==> config.mk <==
export PLATFORM = sky130hd
export DESIGN_NAME = uart_frame_deframer_xor_top
export DESIGN_NICKNAME = d
export VERILOG_FILES = /design/src/rtl/core/uartdf_pkg.sv /design/src/rtl/core/uart_frame_deframer_xor_top.sv
export SDC_FILE = /design/constraint.sdc
export NUM_CORES = 1
export LEC_CHECK = 0
export BUFFER_PORTS_ARGS = -buffer_cell sky130_fd_sc_hd__buf_2
export CAP_MARGIN = 40
export CORE_ASPECT_RATIO = 1.4
export CORE_MARGIN = 5
export CORE_UTILIZATION = 63
export DETAILED_ROUTE_END_ITERATION = 6
export PLACE_DENSITY = 0.93
export SLEW_MARGIN = 40
export SYNTH_ARGS = -nofsm -noshare
export SYNTH_HDL_FRONTEND = slang
export SYNTH_SLANG_ARGS = --single-unit
export TNS_END_PERCENT = 50
==> constraint.sdc <==
create_clock -name clk -period 9.5 [get_ports clk]
set_clock_uncertainty 0.15 [all_clocks]
set_input_delay 1.9 -clock clk [delete_from_list [all_inputs] [get_ports clk]]
set_output_delay 1.9 -clock clk [all_outputs]
set_load 0.02 [all_outputs]
==> src/rtl/core/uartdf_pkg.sv <==
// Shared constants for the UART frame deframer with XOR check.
package uartdf_pkg;

	// Frame buffer depth and its index width
	localparam int unsigned MAX_FRAME = 4096;
	localparam int unsigned IDX_W     = 12;

	// Field widths
	localparam int unsigned BYTE_W  = 8;
	localparam int unsigned CNT_W   = 17;
	localparam int unsigned HLEN_W  = 16;
	localparam int unsigned FLEN_W  = 17;
	localparam int unsigned OUT_D_W = 40;

	// Configuration register indexes
	localparam logic REG_START_BYTE = 1'b0;
	localparam logic REG_END_BYTE   = 1'b1;

	// Register reset values
	localparam logic [BYTE_W-1:0] START_BYTE_RST = 8'hA5;
	localparam logic [BYTE_W-1:0] END_BYTE_RST   = 8'h5A;

endpackage

==> src/rtl/core/uart_frame_deframer_xor_top.sv <==
// Top level of the UART frame deframer with XOR check.

// Takes one received byte per item and returns exactly one result item per byte.
// It takes one item per cycle while s_tready is high. A byte passes an input register,
// then the result register, with the decode step as combinational logic between those
// two registers. s_tready goes low only when both registers are full and
// m_tready is low. Bytes from the type byte through the body are reported with
// their buffer index. Bytes at an index of MAX_FRAME or more are not stored and are
// counted as overflow. On the trailer byte of a frame that passed the XOR check,
// the block reports frame_done (on m_tlast) with the good flag, the length and
// the overflow flag. A frame that fails the XOR check is dropped without a report.
module uart_frame_deframer_xor_top (
	input  logic        clk,
	input  logic        arst_n,
	// configuration write port
	input  logic        cfg_we,
	input  logic        cfg_index,
	input  logic [7:0]  cfg_wdata,
	// input stream; tdata: rx_byte[7:0]
	input  logic        s_tvalid,
	output logic        s_tready,
	input  logic [7:0]  s_tdata,
	// result stream
	output logic        m_tvalid,
	input  logic        m_tready,
	// tdata: store_index[11:0], store_byte[19:12], frame_good[20],
	//        frame_length[37:21], frame_overflow[38], zero[39]
	output logic [39:0] m_tdata,
	// tuser: store_valid[0]
	output logic        m_tuser,
	// tlast: frame_done
	output logic        m_tlast
);

	typedef enum logic [2:0] {
		PH_IDLE    = 3'd0,
		PH_TYPE    = 3'd1,
		PH_LEN_HI  = 3'd2,
		PH_LEN_LO  = 3'd3,
		PH_BODY    = 3'd4,
		PH_TRAILER = 3'd5
	} phase_t;

	// configuration registers
	logic [uartdf_pkg::BYTE_W-1:0] start_byte_q;
	logic [uartdf_pkg::BYTE_W-1:0] end_byte_q;

	// frame state
	phase_t                        phase_q;
	logic [uartdf_pkg::CNT_W-1:0]  byte_count_q;
	logic [uartdf_pkg::HLEN_W-1:0] header_length_q;
	logic [uartdf_pkg::BYTE_W-1:0] running_xor_q;
	logic                          overflow_seen_q;

	// input stage
	logic                          valid_s1;
	logic [uartdf_pkg::BYTE_W-1:0] byte_s1;

	// result stage
	logic                          valid_s2;
	logic                          store_valid_s2;
	logic [uartdf_pkg::IDX_W-1:0]  store_index_s2;
	logic [uartdf_pkg::BYTE_W-1:0] store_byte_s2;
	logic                          frame_done_s2;
	logic                          frame_good_s2;
	logic [uartdf_pkg::FLEN_W-1:0] frame_length_s2;
	logic                          frame_overflow_s2;

	// handshake
	logic advance_s2;
	logic take_s1;

	// decode results
	phase_t                        phase_d;
	logic [uartdf_pkg::CNT_W-1:0]  byte_count_d;
	logic [uartdf_pkg::HLEN_W-1:0] header_length_d;
	logic [uartdf_pkg::BYTE_W-1:0] running_xor_d;
	logic                          overflow_seen_d;
	logic                          store_valid_d;
	logic [uartdf_pkg::IDX_W-1:0]  store_index_d;
	logic [uartdf_pkg::BYTE_W-1:0] store_byte_d;
	logic                          frame_done_d;
	logic                          frame_good_d;
	logic [uartdf_pkg::FLEN_W-1:0] frame_length_d;
	logic                          frame_overflow_d;
	logic [uartdf_pkg::CNT_W-1:0]  count_inc;
	logic                          in_buffer;
	logic [uartdf_pkg::CNT_W:0]    body_end;

	// Advance the result stage when the input stage holds a byte and the result stage is empty or being drained
	assign advance_s2 = valid_s1 && (!valid_s2 || m_tready);
	assign s_tready   = !valid_s1 || advance_s2;
	assign take_s1    = s_tvalid && s_tready;

	// Buffer position bookkeeping for a stored byte
	assign count_inc = byte_count_q + uartdf_pkg::CNT_W'(1);
	assign in_buffer = byte_count_q < uartdf_pkg::CNT_W'(uartdf_pkg::MAX_FRAME);
	assign body_end  = {{(uartdf_pkg::CNT_W-uartdf_pkg::HLEN_W+1){1'b0}}, header_length_q}
		+ (uartdf_pkg::CNT_W+1)'(2);

	// Decode one byte against the frame state
	always_comb begin
		phase_d          = phase_q;
		byte_count_d     = byte_count_q;
		header_length_d  = header_length_q;
		running_xor_d    = running_xor_q;
		overflow_seen_d  = overflow_seen_q;
		store_valid_d    = 1'b0;
		store_index_d    = '0;
		store_byte_d     = '0;
		frame_done_d     = 1'b0;
		frame_good_d     = 1'b0;
		frame_length_d   = '0;
		frame_overflow_d = 1'b0;

		// Store the byte for every phase that writes the buffer
		if (phase_q == PH_TYPE || phase_q == PH_LEN_HI || phase_q == PH_LEN_LO
			|| phase_q == PH_BODY) begin
			byte_count_d = count_inc;
			if (in_buffer) begin
				store_valid_d = 1'b1;
				store_index_d = byte_count_q[uartdf_pkg::IDX_W-1:0];
				store_byte_d  = byte_s1;
			end else begin
				overflow_seen_d = 1'b1;
			end
		end

		unique case (phase_q)
			PH_TYPE: begin
				header_length_d = '0;
				phase_d         = PH_LEN_HI;
			end
			PH_LEN_HI: begin
				running_xor_d   = running_xor_q ^ byte_s1;
				header_length_d = {byte_s1, 8'h00};
				phase_d         = PH_LEN_LO;
			end
			PH_LEN_LO: begin
				running_xor_d   = running_xor_q ^ byte_s1;
				header_length_d = {header_length_q[15:8], byte_s1};
				phase_d         = PH_BODY;
			end
			PH_BODY: begin
				running_xor_d = running_xor_q ^ byte_s1;
				// close the body once the stored count reaches 2 + length
				if (body_end <= {1'b0, count_inc}) begin
					phase_d = (running_xor_d == '0) ? PH_TRAILER : PH_IDLE;
				end
			end
			PH_TRAILER: begin
				frame_done_d     = 1'b1;
				frame_good_d     = (byte_s1 == end_byte_q);
				frame_length_d   = {1'b0, header_length_q} + uartdf_pkg::FLEN_W'(1);
				frame_overflow_d = overflow_seen_q;
				phase_d          = PH_IDLE;
			end
			default: begin
				// hunt for the start byte
				if (byte_s1 == start_byte_q) begin
					byte_count_d    = '0;
					running_xor_d   = '0;
					header_length_d = '0;
					overflow_seen_d = 1'b0;
					phase_d         = PH_TYPE;
				end else begin
					phase_d = PH_IDLE;
				end
			end
		endcase
	end

	// Hold configuration, frame state and stage valids
	always_ff @(posedge clk or negedge arst_n) begin
		if (!arst_n) begin
			start_byte_q    <= uartdf_pkg::START_BYTE_RST;
			end_byte_q      <= uartdf_pkg::END_BYTE_RST;
			phase_q         <= PH_IDLE;
			byte_count_q    <= '0;
			header_length_q <= '0;
			running_xor_q   <= '0;
			overflow_seen_q <= 1'b0;
			valid_s1        <= 1'b0;
			valid_s2        <= 1'b0;
		end else begin
			if (cfg_we) begin
				unique case (cfg_index)
					uartdf_pkg::REG_START_BYTE: start_byte_q <= cfg_wdata;
					uartdf_pkg::REG_END_BYTE:   end_byte_q   <= cfg_wdata;
					default: ;
				endcase
			end
			if (advance_s2) begin
				phase_q         <= phase_d;
				byte_count_q    <= byte_count_d;
				header_length_q <= header_length_d;
				running_xor_q   <= running_xor_d;
				overflow_seen_q <= overflow_seen_d;
			end
			if (take_s1) begin
				valid_s1 <= 1'b1;
			end else if (advance_s2) begin
				valid_s1 <= 1'b0;
			end
			if (advance_s2) begin
				valid_s2 <= 1'b1;
			end else if (m_tready) begin
				valid_s2 <= 1'b0;
			end
		end
	end

	// Capture the input byte
	always_ff @(posedge clk) begin
		if (take_s1) begin
			byte_s1 <= s_tdata;
		end
	end

	// Capture the result item
	always_ff @(posedge clk) begin
		if (advance_s2) begin
			store_valid_s2    <= store_valid_d;
			store_index_s2    <= store_index_d;
			store_byte_s2     <= store_byte_d;
			frame_done_s2     <= frame_done_d;
			frame_good_s2     <= frame_good_d;
			frame_length_s2   <= frame_length_d;
			frame_overflow_s2 <= frame_overflow_d;
		end
	end

	// Drive the result stream
	assign m_tvalid = valid_s2;
	assign m_tuser  = store_valid_s2;
	assign m_tlast  = frame_done_s2;
	assign m_tdata  = {1'b0, frame_overflow_s2, frame_length_s2, frame_good_s2,
		store_byte_s2, store_index_s2};

`ifndef SYNTHESIS
	// A trailer report never stores a byte
	assert property (@(posedge clk) disable iff (!arst_n)
		valid_s2 |-> !(frame_done_s2 && store_valid_s2))
		else $error("trailer result also stores a byte");

	// Good and overflow flags appear only with frame done
	assert property (@(posedge clk) disable iff (!arst_n)
		valid_s2 && (frame_good_s2 || frame_overflow_s2) |-> frame_done_s2)
		else $error("frame flags without frame done");

	// Back-pressure upstream only when both stages are full and m_tready is low
	assert property (@(posedge clk) disable iff (!arst_n)
		!s_tready |-> valid_s1 && valid_s2 && !m_tready)
		else $error("input stalled with free stages");

	// The trailer phase is entered only from the body phase
	assert property (@(posedge clk) disable iff (!arst_n)
		(phase_q == PH_TRAILER) && ($past(phase_q) != PH_TRAILER)
		|-> $past(phase_q) == PH_BODY)
		else $error("trailer phase entered from wrong phase");

	// A byte is stored only while the overflow flag is clear
	assert property (@(posedge clk) disable iff (!arst_n)
		advance_s2 && store_valid_d |-> !overflow_seen_d)
		else $error("byte stored after overflow");
`endif

endmodule
* Yosys cells after proc, flatten, opt, wreduce, memory -nomap -nowiden
Cells that the tools add are included.
** Storage, ports and cells
- Bits in registers :: 112
- Output and inout bits :: 44
** Cells by class
- $add $sub $neg :: 3
- Magnitude comparators :: 2
- Equal/unequal tests :: 8
- Multiplexer cells :: 21
- Bitwise gates (word level) :: 5
- Reduce and logical (&&, ||, !) cells :: 26
** Operators with widths (number)
- case mux 16 bit (4 select lines) :: 1
- two-way mux 17 bit :: 3
- adder 16 x 1 -> 17 bit (second input constant) :: 1
- adder 16 x 2 -> 17 bit (second input constant) :: 1
- adder 17 x 1 -> 17 bit (second input constant) :: 1
- <= comparator 17 bit :: 1
- less-than comparator 17 x 13 -> 1 bit (second input constant) :: 1
- equality test 8 bit :: 2
- two-way mux 16 bit :: 1
- case mux 8 bit (2 select lines) :: 1
- case mux 3 bit (5 select lines) :: 1
- two-way mux 1 bit :: 11
- zero test 8 bit :: 1
- two-way mux 8 bit :: 1
- AND reduction 2 bit :: 4
- bitwise XOR 8 bit :: 1
- equality test 3 x 2 -> 1 bit (second input constant) :: 2
- equality test 3 bit (second input constant) :: 2
- two-way mux 3 bit :: 2
- AND reduction 3 bit :: 2
- nonzero test 2 bit :: 3
- logical OR 1 bit :: 5
- OR reduction 5 bit :: 1
- inverter 1 bit :: 4
- 9 further kinds :: 12

* Logic depth before layout (Yosys ltp)
- Depth after elaboration :: 7
- Gate-level depth with buffers :: 13
- Depth with buffers taken out :: 13

* Worst setup path after synthesis
No wires, ideal clock.
- Kind :: in2out
- Start point :: input port m_tready
- End point :: output port s_tready
- Arrival :: 2178 ps
- Data required time :: 7450 ps
- Path slack :: 5272 ps
- Stages :: 1
- Buffers on the path :: 0
- Path through :: nand3b_1
** Between the ends
- Word-level cells in the longest chain between the ends :: 3
** Ends and longest elaborated chain
- start: declaration :: line uart_frame_deframer_xor_top.sv:25 : input logic m_tready,
- logical OR 1 bit :: line uart_frame_deframer_xor_top.sv:91 : assign advance_s2 = valid_s1 && (!valid_s2 || m_tready);
- logical AND 1 bit :: line uart_frame_deframer_xor_top.sv:91
- logical OR 1 bit :: line uart_frame_deframer_xor_top.sv:92 : assign s_tready = !valid_s1 || advance_s2;
- end: declaration :: line uart_frame_deframer_xor_top.sv:21 : output logic s_tready,
No other way between the ends.

* Worst setup path after layout
Ends and elaborated chain as after synthesis.

==> Implementation_results.wiki <==
{| class="wikitable"
! Metric !! Value
|-
| Result of the run || finished, final reports clean
|-
| N_diodes || 0
|-
| Time the final worst path needs with I/O delays and setup || 4.421 ns
|-
| Weighted congestion at the end of routability-driven global placement || 0.9853
|-
| Via Count || 4362
|-
| Slew HR || 0.4799
|-
| Number of DRC violations after detailed-routing iteration 0 || 299
|-
| Ports || 66
|-
| Hold-critical path endpoint || running_xor_q[7]
|-
| Clk slew on worst S/H paths || 0.06 ns
|-
| Number of hold-slack violations in the final timing report || 0
|-
| Sinks on the clock net || 112
|-
| Post-detailed-route count of antenna-violating nets || 0
|-
| Vias/cell || 6.067
|-
| Timing-limited maximum frequency || 226.2 MHz
|-
| H-tree level count || 3
|-
| Worst setup slack for register-to-register paths || 5.67 ns
|-
| Ys Warns || 0
|-
| Multi-input gate area || 2611 um2
|-
| Unrepaired setup endpoints after global routing || false
|-
| Skew-Pair Late Insertion Delay || 0.35 ns
|-
| Area share of the largest cell type after synthesis || 0.2501
|-
| Cells taking the most area after synthesis || edfxtp_1, dfrtp_1, xnor2_1
|-
| Global-route wire length before repair || 20910 um
|-
| Data arrival time of the worst path || 2.37 ns
|-
| Crit share post-route || 0.4654
|-
| Number of optimization iterations in the first detailed-route pass || 5
|-
| Setup Buffers After CTS || 0
|-
| Post-synth cell types || 44
|-
| Post-synthesis register bit count || 112
|-
| Effective utilization at floorplan || 0.6479
|-
| # rows || 41
|-
| Cts repair resizes || 0
|-
| FF/Latch Area || 3058 um2
|-
| Syn_area_per_cell || 10.45 um2
|-
| Die Outline Area || 11400 um2
|-
| Final setup violation count || 0
|-
| Final #Nets || 651
|-
| Required time reported for the critical path endpoint || 7.45 ns
|-
| Startpoint of the lowest-slack hold path || running_xor_q[7]
|-
| Total Routing Usage GR || 0.2306
|-
| Max cap viols || 0
|-
| Sum of negative setup slack || 0 ns
|-
| Most used standard cell by instance count after synthesis || dfrtp_1
|-
| Placeable Area || 9080 um2
|-
| Maximum fanout encountered on the critical timing path || 3
|-
| HPWL Detailed || 9046 um
|-
| Average routed wire per standard cell || 17.66 um
|-
| Critical path class || in2out
|-
| Power per cell area || 215.1 nW/um2
|-
| Post-Place Setup Slack || 5.091 ns
|-
| Async SR Flop Fraction || 0.5625
|-
| Fraction of final layout cells sized beyond drive strength 1 || 0.1863
|-
| Worst IR drop on VDD || 0.0001545 V
|-
| Length in cells of the worst reg-to-reg path || 13
|-
| Antenna violations before repair || 0
|-
| PnR worst setup slack || 5.079 ns
|-
| Slew @ Worst Pin || 0.7786 ns
|-
| Number of cells traversed by the worst hold path || 1
|-
| Pin count of the biggest net entering global routing || 64
|-
| Maximum clock path buffer count || 2
|-
| Synth-to-Final Area Change || 10.63%
|-
| Final Max Tran Viols || 0
|-
| Number of enable-type register cells in the synthesized netlist || 49
|-
| Fill cells || 596
|-
| Share of synthesized area occupied by flip-flops and latches || 0.5198
|-
| I/O Buffers || 64
|-
| CTS tree || done
|-
| DRC violations left || 0
|-
| Type of the tightest min-delay check || reg2reg
|-
| Global route overflow || 0
|-
| Die Y || 124.3 um
|-
| Via count of the first global-routing pass || 4447
|-
| Most common flop cell mapped by yosys || dfrtp_1
|-
| Die Span X || 91.67 um
|-
| Setup crit start kind || input pin
|-
| Area of the mapped netlist || 5883 um2
|-
| CTS Hold Buffers Added || 0
|-
| Final wirelength || 12700 um
|-
| Leakage power || 2.677 nW
|-
| Worst flop-to-flop path startpoint || header_length_q[2]
|-
| CTS buffer count || 9
|-
| Number of nets in the synthesized netlist || 607
|-
| Cell count after synthesis || 563
|-
| Cell taking the most area after synthesis || edfxtp_1
|-
| Clock root buffer || clkbuf_16
|-
| Worst flop-to-flop path endpoint || phase_q[2]
|-
| Synth cell count leaders || dfrtp_1, nor2_1, edfxtp_1, nand2_1, xnor2_1
|-
| Worst setup EP type || primary output
|}
==> stage by stage <==
stage	hold WS, ns	power, mW	cells	utilization	area (um2)
CTS	0.3658	1.393	718	0.7142	6485
floorplan	0.3050	0.9143	563	-	5883
global placement	0.3269	0.9790	702	0.6811	6185
detailed placement	0.3472	1.018	702	0.6821	6193
global route	0.3938	1.468	719	0.7168	6509
finish	0.3599	1.400	719	0.7168	6509
==> layout by cell type (no fill, tap or decap), types with 9 or more instances in the layout <==
cell type	synthesis	routed
ha_1	22	22
and2_1	20	20
or3_1	12	12
a21oi_1	22	21
xnor2_1	40	40
nor2_1	53	52
buf_2	5	64
nand2_1	49	49
edfxtp_1	49	49
nand3_1	22	22
and3_1	10	10
nand4_1	10	10
nand2b_1	10	10
nor3_1	10	9
clkbuf_16	0	9
dfrtp_1	55	55
o21ai_0	39	39
inv_1	17	16
mux2_2	17	17
xor2_1	29	29
==> power breakdown <==
part | total [mW] | switching (mW) | leakage (nW) | internal (mW)
registers | 0.681 | 0.0963 | 1.29 | 0.585
logic | 0.344 | 0.187 | 1.24 | 0.158
clock network | 0.374 | 0.164 | 0.146 | 0.211
==> per-layer routing <==
metal	share of wire	wire, um	GRT usage	vias to the layer above
li1	-	-	-	2024
met5	0	0	0	-
met1	0.36	4574	0.2467	2095
met2	0.54	6797	0.4171	185
met3	0.051	647	0.03927	58
met4	0.054	680	0.1359	0
==> logic make-up after synthesis <==
kind of cell,share of synthesized area
AOI/OAI and AO/OA,0.07848
muxes,0.03594
adders and majority gates,0.04679
buffers and inverters,0.03934
other,0.0006374
and+or+nand+nor,0.1763
DFF,0.5198
xor gates and xnor gates,0.1027
==> critical path, stage by stage <==
cell	delay (ns)
buf_2	0.10
nand3b_1	0.18
buf_2	0.18
==> layout make-up <==
cell class                      count  share of cell area
Timing Repair Buffer               67             0.05383
Clock inverter                      4            0.006920
Sequential cell                   112              0.4698
Tap cell                          107             0.02057
Clock buffer                       12             0.03787
Multi-Input combinational cell    400              0.4012
Inverter                           17            0.009804
==> sequential cells by signal, indices dropped and copies added (netlist names), 3 cells and up <==
signal,cells
byte_s1,8
header_length_q,16
start_byte_q,8
byte_count_q,17
store_index_s2,12
phase_q,3
store_byte_s2,8
running_xor_q,8
end_byte_q,8
frame_length_s2,17
==> worst max path at each step <==
stage / slack, ns / from / to
after global placement: 5.12 / m_tready / s_tready
after detailed placement: 5.09 / m_tready / s_tready
after floorplan: 5.27 / m_tready / s_tready
after global routing: 5.05 / m_tready / s_tready
final: 5.08 / m_tready / s_tready
after CTS: 5.09 / m_tready / s_tready
Power figures use the tool's default switching activity.
